--- src/rtl/pcbm_pkg.sv ---
package pcbm_pkg;

    localparam int unsigned ChanW = 8;
    localparam int unsigned ModeW = 3;
    localparam int unsigned IdxW  = 2;

    localparam logic [ModeW-1:0] MODE_ADD_CLAMP = 3'd0;
    localparam logic [ModeW-1:0] MODE_ADD_WRAP  = 3'd1;
    localparam logic [ModeW-1:0] MODE_SUB_CLAMP = 3'd2;
    localparam logic [ModeW-1:0] MODE_SUB_WRAP  = 3'd3;
    localparam logic [ModeW-1:0] MODE_MUL       = 3'd4;
    localparam logic [ModeW-1:0] MODE_MUL2      = 3'd5;
    localparam logic [ModeW-1:0] MODE_BLEND     = 3'd6;
    localparam logic [ModeW-1:0] MODE_ALPHA     = 3'd7;

    localparam logic [IdxW-1:0] REG_BLEND_MODE    = 2'd0;
    localparam logic [IdxW-1:0] REG_PERCENT_RED   = 2'd1;
    localparam logic [IdxW-1:0] REG_PERCENT_GREEN = 2'd2;
    localparam logic [IdxW-1:0] REG_PERCENT_BLUE  = 2'd3;

    localparam logic [ModeW-1:0] MODE_RESET = MODE_ADD_CLAMP;
    localparam logic [ChanW-1:0] PCT_RESET  = 8'd255;
    localparam logic [ChanW-1:0] CHAN_MAX   = 8'd255;

    typedef struct packed {
        logic [ChanW-1:0] dst_red;
        logic [ChanW-1:0] dst_green;
        logic [ChanW-1:0] dst_blue;
        logic [ChanW-1:0] dst_alpha;
        logic [ChanW-1:0] src_red;
        logic [ChanW-1:0] src_green;
        logic [ChanW-1:0] src_blue;
        logic [ChanW-1:0] src_alpha;
    } pix_t;

    typedef struct packed {
        logic [ChanW-1:0] out_red;
        logic [ChanW-1:0] out_green;
        logic [ChanW-1:0] out_blue;
        logic [ChanW-1:0] out_alpha;
    } res_t;

    typedef struct packed {
        logic [ModeW-1:0] blend_mode;
        logic [ChanW-1:0] percent_red;
        logic [ChanW-1:0] percent_green;
        logic [ChanW-1:0] percent_blue;
    } cfg_t;

endpackage

--- src/rtl/pcbm_cfg.sv ---
module pcbm_cfg
    import pcbm_pkg::*;
(
    input  logic             clk,
    input  logic             rst_n,
    input  logic             cfg_we,
    input  logic [IdxW-1:0]  cfg_index,
    input  logic [ChanW-1:0] cfg_data,
    output cfg_t             cfg
);

    cfg_t cfg_reg;
    cfg_t cfg_next;

    always_comb
    begin
        cfg_next = cfg_reg;
        if (cfg_we)
        begin
            unique case (cfg_index)
                REG_BLEND_MODE:    cfg_next.blend_mode    = cfg_data[ModeW-1:0];
                REG_PERCENT_RED:   cfg_next.percent_red   = cfg_data;
                REG_PERCENT_GREEN: cfg_next.percent_green = cfg_data;
                REG_PERCENT_BLUE:  cfg_next.percent_blue  = cfg_data;
                default:           cfg_next = cfg_reg;
            endcase
        end
    end

    always_ff @(posedge clk or negedge rst_n)
    begin
        if (!rst_n)
        begin
            cfg_reg.blend_mode    <= MODE_RESET;
            cfg_reg.percent_red   <= PCT_RESET;
            cfg_reg.percent_green <= PCT_RESET;
            cfg_reg.percent_blue  <= PCT_RESET;
        end
        else
        begin
            cfg_reg <= cfg_next;
        end
    end

    assign cfg = cfg_reg;

endmodule

--- src/rtl/pcbm_pipe.sv ---
module pcbm_pipe
    import pcbm_pkg::*;
(
    input  logic clk,
    input  logic rst_n,
    input  cfg_t cfg,
    input  logic pix_valid,
    output logic pix_ready,
    input  pix_t pix,
    output logic res_valid,
    input  logic res_ready,
    output res_t res
);

    // channel order: 0 red, 1 green, 2 blue, 3 alpha
    typedef struct packed {
        logic [ModeW-1:0]          mode;
        logic [3:0][ChanW-1:0]     d;
        logic [3:0][ChanW-1:0]     s;
    } st1_t;

    typedef struct packed {
        logic [ModeW-1:0]          mode;
        logic [3:0][ChanW-1:0]     d;
        logic [3:0][ChanW:0]       sum;
        logic [2:0][ChanW:0]       diff;
        logic [2:0][2*ChanW-1:0]   prod;
    } st2_t;

    logic s1_valid_reg;
    logic s2_valid_reg;
    logic s3_valid_reg;
    st1_t s1_reg;
    st1_t s1_next;
    st2_t s2_reg;
    st2_t s2_next;
    res_t s3_reg;
    res_t s3_next;

    logic en1;
    logic en2;
    logic en3;

    function automatic logic [ChanW-1:0] scale(input logic [ChanW-1:0] v,
                                               input logic [ChanW-1:0] pct);
        logic [2*ChanW-1:0] p;
        p = {{ChanW{1'b0}}, v} * {{ChanW{1'b0}}, pct};
        return p[2*ChanW-1:ChanW];
    endfunction

    function automatic logic [ChanW-1:0] pick(input logic [ModeW-1:0]   mode,
                                              input logic [ChanW-1:0]   d,
                                              input logic [ChanW:0]     sum,
                                              input logic [ChanW:0]     diff,
                                              input logic [2*ChanW-1:0] prod);
        logic [ChanW-1:0] r;
        r = d;
        unique case (mode)
            MODE_ADD_CLAMP: r = (sum >= {1'b0, CHAN_MAX}) ? CHAN_MAX : sum[ChanW-1:0];
            MODE_ADD_WRAP:  r = (sum >= {1'b0, CHAN_MAX}) ?
                                ChanW'(sum - {1'b0, CHAN_MAX}) : sum[ChanW-1:0];
            MODE_SUB_CLAMP: r = diff[ChanW] ? '0 : diff[ChanW-1:0];
            MODE_SUB_WRAP:  r = (diff[ChanW-1:0] == CHAN_MAX) ? '0 : diff[ChanW-1:0];
            MODE_MUL:       r = prod[2*ChanW-1:ChanW];
            MODE_MUL2:      r = prod[2*ChanW-1] ? CHAN_MAX : prod[2*ChanW-2:ChanW-1];
            MODE_BLEND:     r = sum[ChanW:1];
            MODE_ALPHA:     r = d;
            default:        r = d;
        endcase
        return r;
    endfunction

    assign en3       = !s3_valid_reg || res_ready;
    assign en2       = !s2_valid_reg || en3;
    assign en1       = !s1_valid_reg || en2;
    assign pix_ready = en1;

    // stage 1: scale the source by its percent (alpha by the blue percent)
    always_comb
    begin
        s1_next.mode = cfg.blend_mode;
        s1_next.d[0] = pix.dst_red;
        s1_next.d[1] = pix.dst_green;
        s1_next.d[2] = pix.dst_blue;
        s1_next.d[3] = pix.dst_alpha;
        s1_next.s[0] = scale(pix.src_red, cfg.percent_red);
        s1_next.s[1] = scale(pix.src_green, cfg.percent_green);
        s1_next.s[2] = scale(pix.src_blue, cfg.percent_blue);
        s1_next.s[3] = scale(pix.src_alpha, cfg.percent_blue);
    end

    // stage 2: sums, differences and products
    always_comb
    begin
        s2_next.mode = s1_reg.mode;
        s2_next.d    = s1_reg.d;
        for (int i = 0; i < 4; i++)
        begin
            s2_next.sum[i] = {1'b0, s1_reg.d[i]} + {1'b0, s1_reg.s[i]};
        end
        for (int i = 0; i < 3; i++)
        begin
            s2_next.diff[i] = {1'b0, s1_reg.d[i]} - {1'b0, s1_reg.s[i]};
            s2_next.prod[i] = {{ChanW{1'b0}}, s1_reg.d[i]} * {{ChanW{1'b0}}, s1_reg.s[i]};
        end
    end

    // stage 3: mode select and clamp
    always_comb
    begin
        s3_next.out_red   = pick(s2_reg.mode, s2_reg.d[0], s2_reg.sum[0],
                                 s2_reg.diff[0], s2_reg.prod[0]);
        s3_next.out_green = pick(s2_reg.mode, s2_reg.d[1], s2_reg.sum[1],
                                 s2_reg.diff[1], s2_reg.prod[1]);
        s3_next.out_blue  = pick(s2_reg.mode, s2_reg.d[2], s2_reg.sum[2],
                                 s2_reg.diff[2], s2_reg.prod[2]);
        s3_next.out_alpha = (s2_reg.mode == MODE_ALPHA) ? s2_reg.sum[3][ChanW:1]
                                                        : s2_reg.d[3];
    end

    always_ff @(posedge clk or negedge rst_n)
    begin
        if (!rst_n)
        begin
            s1_valid_reg <= 1'b0;
            s2_valid_reg <= 1'b0;
            s3_valid_reg <= 1'b0;
        end
        else
        begin
            if (en1)
            begin
                s1_valid_reg <= pix_valid;
            end
            if (en2)
            begin
                s2_valid_reg <= s1_valid_reg;
            end
            if (en3)
            begin
                s3_valid_reg <= s2_valid_reg;
            end
        end
    end

    always_ff @(posedge clk)
    begin
        if (en1 && pix_valid)
        begin
            s1_reg <= s1_next;
        end
        if (en2 && s1_valid_reg)
        begin
            s2_reg <= s2_next;
        end
        if (en3 && s2_valid_reg)
        begin
            s3_reg <= s3_next;
        end
    end

    assign res_valid = s3_valid_reg;
    assign res       = s3_reg;

    a_entry_lands: assert property (@(posedge clk) disable iff (!rst_n)
        pix_valid && pix_ready |=> s1_valid_reg)
        else $error("accepted transfer missing from stage 1");

    a_s1_hold: assert property (@(posedge clk) disable iff (!rst_n)
        s1_valid_reg && !en2 |=> s1_valid_reg && $stable(s1_reg))
        else $error("stalled stage 1 item changed");

    a_s2_hold: assert property (@(posedge clk) disable iff (!rst_n)
        s2_valid_reg && !en3 |=> s2_valid_reg && $stable(s2_reg))
        else $error("stalled stage 2 item changed");

    a_s2_to_out: assert property (@(posedge clk) disable iff (!rst_n)
        s2_valid_reg && en3 |=> res_valid)
        else $error("stage 2 item lost on the way to the output");

endmodule

--- src/rtl/pixel_combine_blend_modes.sv ---
// pixel combine with blend modes
// pix channel: one destination and one source pixel per transfer, valid/ready
// res channel: one combined pixel per accepted pix transfer, valid/ready, in order
// cfg port: write enable, 2-bit index and 8-bit data, taken on any clock edge
//   index 0 blend mode, 1 red percent, 2 green percent, 3 blue percent
//   write only while no pixel is in flight
// throughput: one pixel per cycle when res_ready stays high
// pipeline: an accepted pixel passes three registered stages, res_valid is the stage 3 valid
//   stage 1 percent scaling, stage 2 sum/difference/8x8 product,
//   stage 3 mode select and clamp into the output register
// stall: res_ready low holds the output, stages fill behind it and
//   pix_ready drops only once all three stages hold an item
// reset: pipeline empties, blend mode returns to add clamp and every
//   percent to 255
module pixel_combine_blend_modes
    import pcbm_pkg::*;
(
    input  logic             clk,
    input  logic             rst_n,
    input  logic             cfg_we,
    input  logic [IdxW-1:0]  cfg_index,
    input  logic [ChanW-1:0] cfg_data,
    input  logic             pix_valid,
    output logic             pix_ready,
    input  pix_t             pix,
    output logic             res_valid,
    input  logic             res_ready,
    output res_t             res
);

    cfg_t cfg;

    pcbm_cfg u_cfg (
        .clk       (clk),
        .rst_n     (rst_n),
        .cfg_we    (cfg_we),
        .cfg_index (cfg_index),
        .cfg_data  (cfg_data),
        .cfg       (cfg)
    );

    pcbm_pipe u_pipe (
        .clk       (clk),
        .rst_n     (rst_n),
        .cfg       (cfg),
        .pix_valid (pix_valid),
        .pix_ready (pix_ready),
        .pix       (pix),
        .res_valid (res_valid),
        .res_ready (res_ready),
        .res       (res)
    );

endmodule

--- config.mk ---
export PLATFORM = sky130hd
export DESIGN_NAME = pixel_combine_blend_modes
export DESIGN_NICKNAME = d
export VERILOG_FILES = /design/src/rtl/pcbm_pkg.sv /design/src/rtl/pcbm_cfg.sv /design/src/rtl/pcbm_pipe.sv /design/src/rtl/pixel_combine_blend_modes.sv
export SDC_FILE = /design/constraint.sdc
export NUM_CORES = 1
export LEC_CHECK = 0
export ABC_AREA = 1
export CAP_MARGIN = 0
export CORE_MARGIN = 8
export CORE_UTILIZATION = 50
export CTS_BUF_LIST = sky130_fd_sc_hd__clkbuf_2
export CTS_CLUSTER_DIAMETER = 120
export DETAILED_ROUTE_END_ITERATION = 6
export DONT_BUFFER_PORTS = 1
export GPL_TIMING_DRIVEN = 0
export HOLD_SLACK_MARGIN = 0.06
export PLACE_DENSITY = 0.68
export SLEW_MARGIN = 20
export SYNTH_ARGS = -nofsm -noshare
export SYNTH_HDL_FRONTEND = slang
export SYNTH_HIERARCHICAL = 1
export SYNTH_SLANG_ARGS = --single-unit
--- constraint.sdc ---
create_clock -name clk -period 4.8 [get_ports clk]
set_input_delay 0.48 -clock clk [delete_from_list [all_inputs] [get_ports clk]]
set_output_delay 0.48 -clock clk [all_outputs]
set_load 0.1 [all_outputs]
Yosys cells after proc, flatten, opt, wreduce, memory -nomap -nowiden
Index checks and enable logic that the tools add are counted.
Word-level totals
  bits in read-only memories: 0
  latch bits: 0
  bits in registers: 275
  logic and storage cells: 102
  memory bits (writable): 0
  bits of input ports: 79
  output and inout bits: 34
  memories: 0
Operators by class
  reductions and logical operators: 15
  bitwise operators: 0
  shifts and indexed selects: 0
  multiply operators: 7
  equality and inequality tests: 13
  muxes and demuxes: 19
  divide/modulo/power cells: 0
  add/subtract/negate cells: 10
  magnitude comparators: 3
Operators with widths (number)
  case mux 8 bit (8 select lines): 3
  2-to-1 mux 8 bit: 16
  multiplier 8 x 8 -> 16 bit: 7
  adder 8 x 8 -> 9 bit: 4
  >= comparator 9 x 8 -> 1 bit, second input constant: 3
  subtractor 8 x 8 -> 9 bit: 3
  equality test 8 bit, second input constant: 3
  subtractor 8 bit, second input constant: 3
  equality test 3 bit, second input constant: 4
  AND reduction 2 bit: 4
  equality test 3 x 2 -> 1 bit, second input constant: 2
  equality test 2 bit, second input constant: 2
  equality test 3 x 1 -> 1 bit, second input constant: 1
  logical AND 1 bit: 3
  logical NOT 1 bit: 3
  logical NOT 3 bit: 1
  logical OR 1 bit: 3
  equality test 2 x 1 -> 1 bit, second input constant: 1
  logical NOT 2 bit: 1

Logic depth before layout (Yosys ltp)
  depth in word-level cells: 5
  depth in mapped cells: 21

Cells and area by module
The synthesis kept the hierarchy.
Modules (own cells, without submodules)
  pcbm_pipe: cells each 3376, seq. area each 6681.4 µm², area each 26593.0 µm², instances 1
  pcbm_cfg: cells each 122, seq. area each 705.7 µm², area each 1163.6 µm², instances 1

Worst setup path before layout
No wires, ideal clock.
  kind: register -> register
  start: reg u_cfg.cfg_reg (netlist bit u_cfg/cfg[7])
  end: reg u_pipe/s1_reg[30] (netlist bit), data pin
  setup slack: 308 ps
  setup time: 252 ps
  stages on the path, launching flop included: 19
  clock period less this slack: 4492 ps
  arrival: 4240 ps
  path through: dfstp_2 > clkbuf_1 > clkbuf_1 > nand2_1 > fa_1 > fa_1 > inv_1 > fa_1 > inv_1 > fa_1 > inv_1 > ha_1 > a21o_1 > a21boi_0 > nand2_1 > nand2_1 > nand2_1 > nand2_1 > nand2_1
RTL lines
  start: declaration: RTL line pcbm_cfg.sv:12  | cfg_t cfg_reg;
  start signal: assignment: RTL line pcbm_cfg.sv:41  | cfg_reg <= cfg_next;
  end signal: assignment: RTL line pcbm_pipe.sv:150  | s1_reg <= s1_next;
  end: declaration: RTL line pcbm_pipe.sv:33  | st1_t s1_reg;

==> reports/results.txt <==
WHS -> 0.280 ns
Net Count, Synth -> 4121
CTS H-tree depth -> 3
max FFs per register -> 121
RSZ-0062 raised after global routing -> no
Placer Congestion -> 0.921
Distinct cells, synth -> 44
Setup violations, final -> 0
global route hottest layer -> met2
R2R Setup Slk -> 0.20 ns
Die X -> 252 microns
Crit Path Class -> flip-flop to flip-flop
global routing usage on met3 -> 3.76%
f_max -> 217 MHz
Clock Latency Late Sink -> 0.98 ns
max-cap violations -> 0
#FFs+latches synth -> 250
fin area -> 30400 sq um
WL final -> 65000 microns
Layout area overhead -> 9.64%
Fin. Hold Viols -> 0
Final #Nets -> 4290
GRT Resource Usage Total -> 21.0%
fin crit period -> 4.60 ns
met1 GRT Util -> 26.9%
startpoint types -> flip-flop
CP endpoint kind -> flip-flop
status -> finished, final reports clean
number of antenna violations at the first check in global routing -> 7
Post-Place Worst Slack -> -0.455 ns
worst hold-check path type -> input port to flip-flop
routed vias -> 22028
DPL Wire Length -> 51500 microns
arrival time at the worst endpoint -> 5.29 ns
Post-Route Skew -> 0.127 ns
first-pass GRT wire length -> 109000 microns
CTS tree -> built
Iteration-0 DRC Markers -> 1414
IO Port Bufs -> 0
share of the synthesized area in the top cell type -> 23.8%
leakage -> 17.5 nW
number of global-route vias before repair -> 22285
Avg WL per Cell -> 14.5 microns
Layout Cells excl Fill -> 4470
Initial Utilization -> 50.5%
# fillers -> 5149
Critical R2R Launch -> u_cfg/cfg[2]$_DFFE_PN1P_
CTS buffer count -> 72
Remaining DRCs -> 0
Tcrit/Tclk final -> 95.9%
placed insts -> 4249
Placed Area -> 28800 sq um
footprint of the multi-input gates -> 16700 sq um
Reg2Reg Depth -> 16
Mapped Cells -> 3498
GRT overflow -> 0
Storage cell area -> 7390 sq um
hold path depth -> 3
die height -> 252 microns
Yosys warnings -> 6
num rows -> 86
worst vdd ir -> 0.000434 V
R2R Path End -> u_pipe/s1_reg[31]$_DFFE_PP_
Clock transition at path regs -> 0.09 ns
Syn Std Cell Area -> 27800 sq um
average size of a mapped cell -> 7.93 sq um
die area -> 63300 sq um
share of cells above drive strength 1 -> 6.21%
# IOs -> 113
hold path start -> pix_valid
Pins Over Slew Limit -> 0
CP required -> 5.49 ns
Synth area leaders -> edfxtp_1 24%, fa_1 18%, nand2_1 14%
largest net degree at the start of global routing -> 80
drt pass-1 iters -> 6
CTS sink count -> 250
register area share after synthesis -> 26.6%
area leader, netlist -> edfxtp_1
slew margin rel. -> 34.4%
final core utilization -> 55.3%
Tightest Pin Transition -> 0.984 ns
Via density -> 4.93
setup ws final -> 0.199 ns
pwr dens -> 708 nW/um^2
CTS max path bufs -> 3
met2 Usage GRT -> 35.5%
WHS Endpoint -> u_pipe/s1_valid_reg$_DFFE_PN0N_
Final ANT Viol Nets -> 0
Core Footprint -> 55000 sq um
clk root buf -> clkbuf_2
worst-path maximum fanout -> 10
stage by stage:
step                      power, mW  TNS [ns]
final                          21.5         0
after global routing           24.3         0
after CTS                      21.6         0
after detailed placement       19.9     -2.69
after global placement         19.6    -37.67
after floorplan                16.3         0
cell usage in the layout, fill, tap and decap left out, types with 5 or more instances in the layout:
cell type	instances
diode_2	5
a21o_1	10
nand4_1	59
buf_2	21
inv_2	7
xnor2_1	19
nand3_1	112
dlygate4sd3_1	100
nand2_1	1020
o21bai_1	16
clkbuf_2	106
nor2_1	163
clkinv_2	8
clkinv_1	13
a21oi_1	133
fa_1	252
nor3_1	15
buf_4	12
o21ai_0	72
a31oi_1	9
nand3_2	9
buf_6	12
clkbuf_1	52
dfstp_2	23
dfrtp_1	6
o21ai_1	10
o211ai_1	8
inv_1	824
nand3b_1	7
o2111ai_1	6
xor2_1	54
edfxtp_1	220
nand2_2	7
ha_1	292
critical path, stage by stage, from the launching register on:
cell and delay, ns:
dfstp_2 0.65, clkbuf_2 0.30, nand2_1 0.08, inv_1 0.07, fa_1 0.43, fa_1 0.47, fa_1 0.54, inv_1 0.06
fa_1 0.53, inv_1 0.04, ha_1 0.35, a21oi_1 0.30, o21ai_0 0.16, a21oi_1 0.22, nand2_1 0.08, nand2_1 0.06
nand2_1 0.04
worst max-delay path by stage:
stage	slack (ns)	cells after the start	startpoint	endpoint
CTS	0.07	16	u_cfg/cfg[7]$_DFFE_PN1P_	u_pipe/s1_reg[31]$_DFFE_PP_
finish	0.20	16	u_cfg/cfg[2]$_DFFE_PN1P_	u_pipe/s1_reg[31]$_DFFE_PP_
floorplan	0.31	18	u_cfg/cfg[7]$_DFFE_PN1P_	u_pipe/s1_reg[30]$_DFFE_PP_
detailed placement	-0.46	17	u_cfg/cfg[7]$_DFFE_PN1P_	u_pipe/s1_reg[31]$_DFFE_PP_
global route	0.01	16	u_cfg/cfg[2]$_DFFE_PN1P_	u_pipe/s1_reg[29]$_DFFE_PP_
global placement	-0.37	17	u_cfg/cfg[7]$_DFFE_PN1P_	u_pipe/s1_reg[31]$_DFFE_PP_
routing by layer:
metal  wire (microns)  vias up
met3             3770      100
met2            30300      561
met5               24        -
met1            29400    10269
li1                 -    11094
met4             1490        4
layout make-up:
type / count / share of cell area, %
sequential: 250 / 24.3
buffer: 100 / 1.76
clock buffer: 101 / 1.66
antenna: 5 / 0.0411
multi-input combinational: 2304 / 54.8
tap: 748 / 3.08
timing repair buffer: 106 / 3.65
inverter: 833 / 10.3
clock inverter: 23 / 0.403
cells in the mapped netlist:
master / count
xor2_1: 54
a21o_1: 10
edfxtp_1: 220
a21boi_0: 3
nand3b_1: 7
ha_1: 292
o21ai_0: 72
dfstp_2: 24
o21ai_1: 10
o22ai_1: 2
inv_4: 1
o21bai_1: 16
nand4_1: 59
nand3_2: 9
nor2_4: 4
a31oi_1: 9
nor3_1: 15
nor3_2: 1
and2_1: 3
nand2_2: 7
inv_1: 826
a22oi_1: 1
xnor2_1: 19
o211ai_1: 8
buf_4: 10
nor2_1: 163
buf_2: 21
dfrtp_1: 6
nand3_1: 112
o21ai_2: 2
a21oi_1: 134
nand2_1: 1020
buf_6: 12
o21ai_4: 1
fa_1: 252
o2111ai_1: 6
clkbuf_1: 68
or2_2: 2
nor4_1: 4
nand3_4: 2
inv_2: 5
nor2_2: 4
a211oi_1: 1
clkinv_1: 1
what timing repair did:
action	in CTS	in global routing
hold endpoints to repair	178	0
hold buffers	101	0
gates resized for setup	6	7
endpoints found under the setup margin	10	7
buffers inserted	0	2
power breakdown:
| part | internal (mW) | switching [mW] | leakage [nW] | total [mW] |
|---|---|---|---|---|
| Clock | 0.622 | 0.934 | 0.492 | 1.56 |
| Sequential | 3.83 | 1.30 | 2.46 | 5.12 |
| Combinational | 5.49 | 9.36 | 14.6 | 14.9 |
cells by family after synthesis:
family / share of synthesized area [%]
simple gates: 20.9
buf+inv: 13.3
fa+ha+maj: 31.3
compound gates: 5.51
flops: 26.6
xor+xnor: 2.30
(Power assumes the default switching activity.)
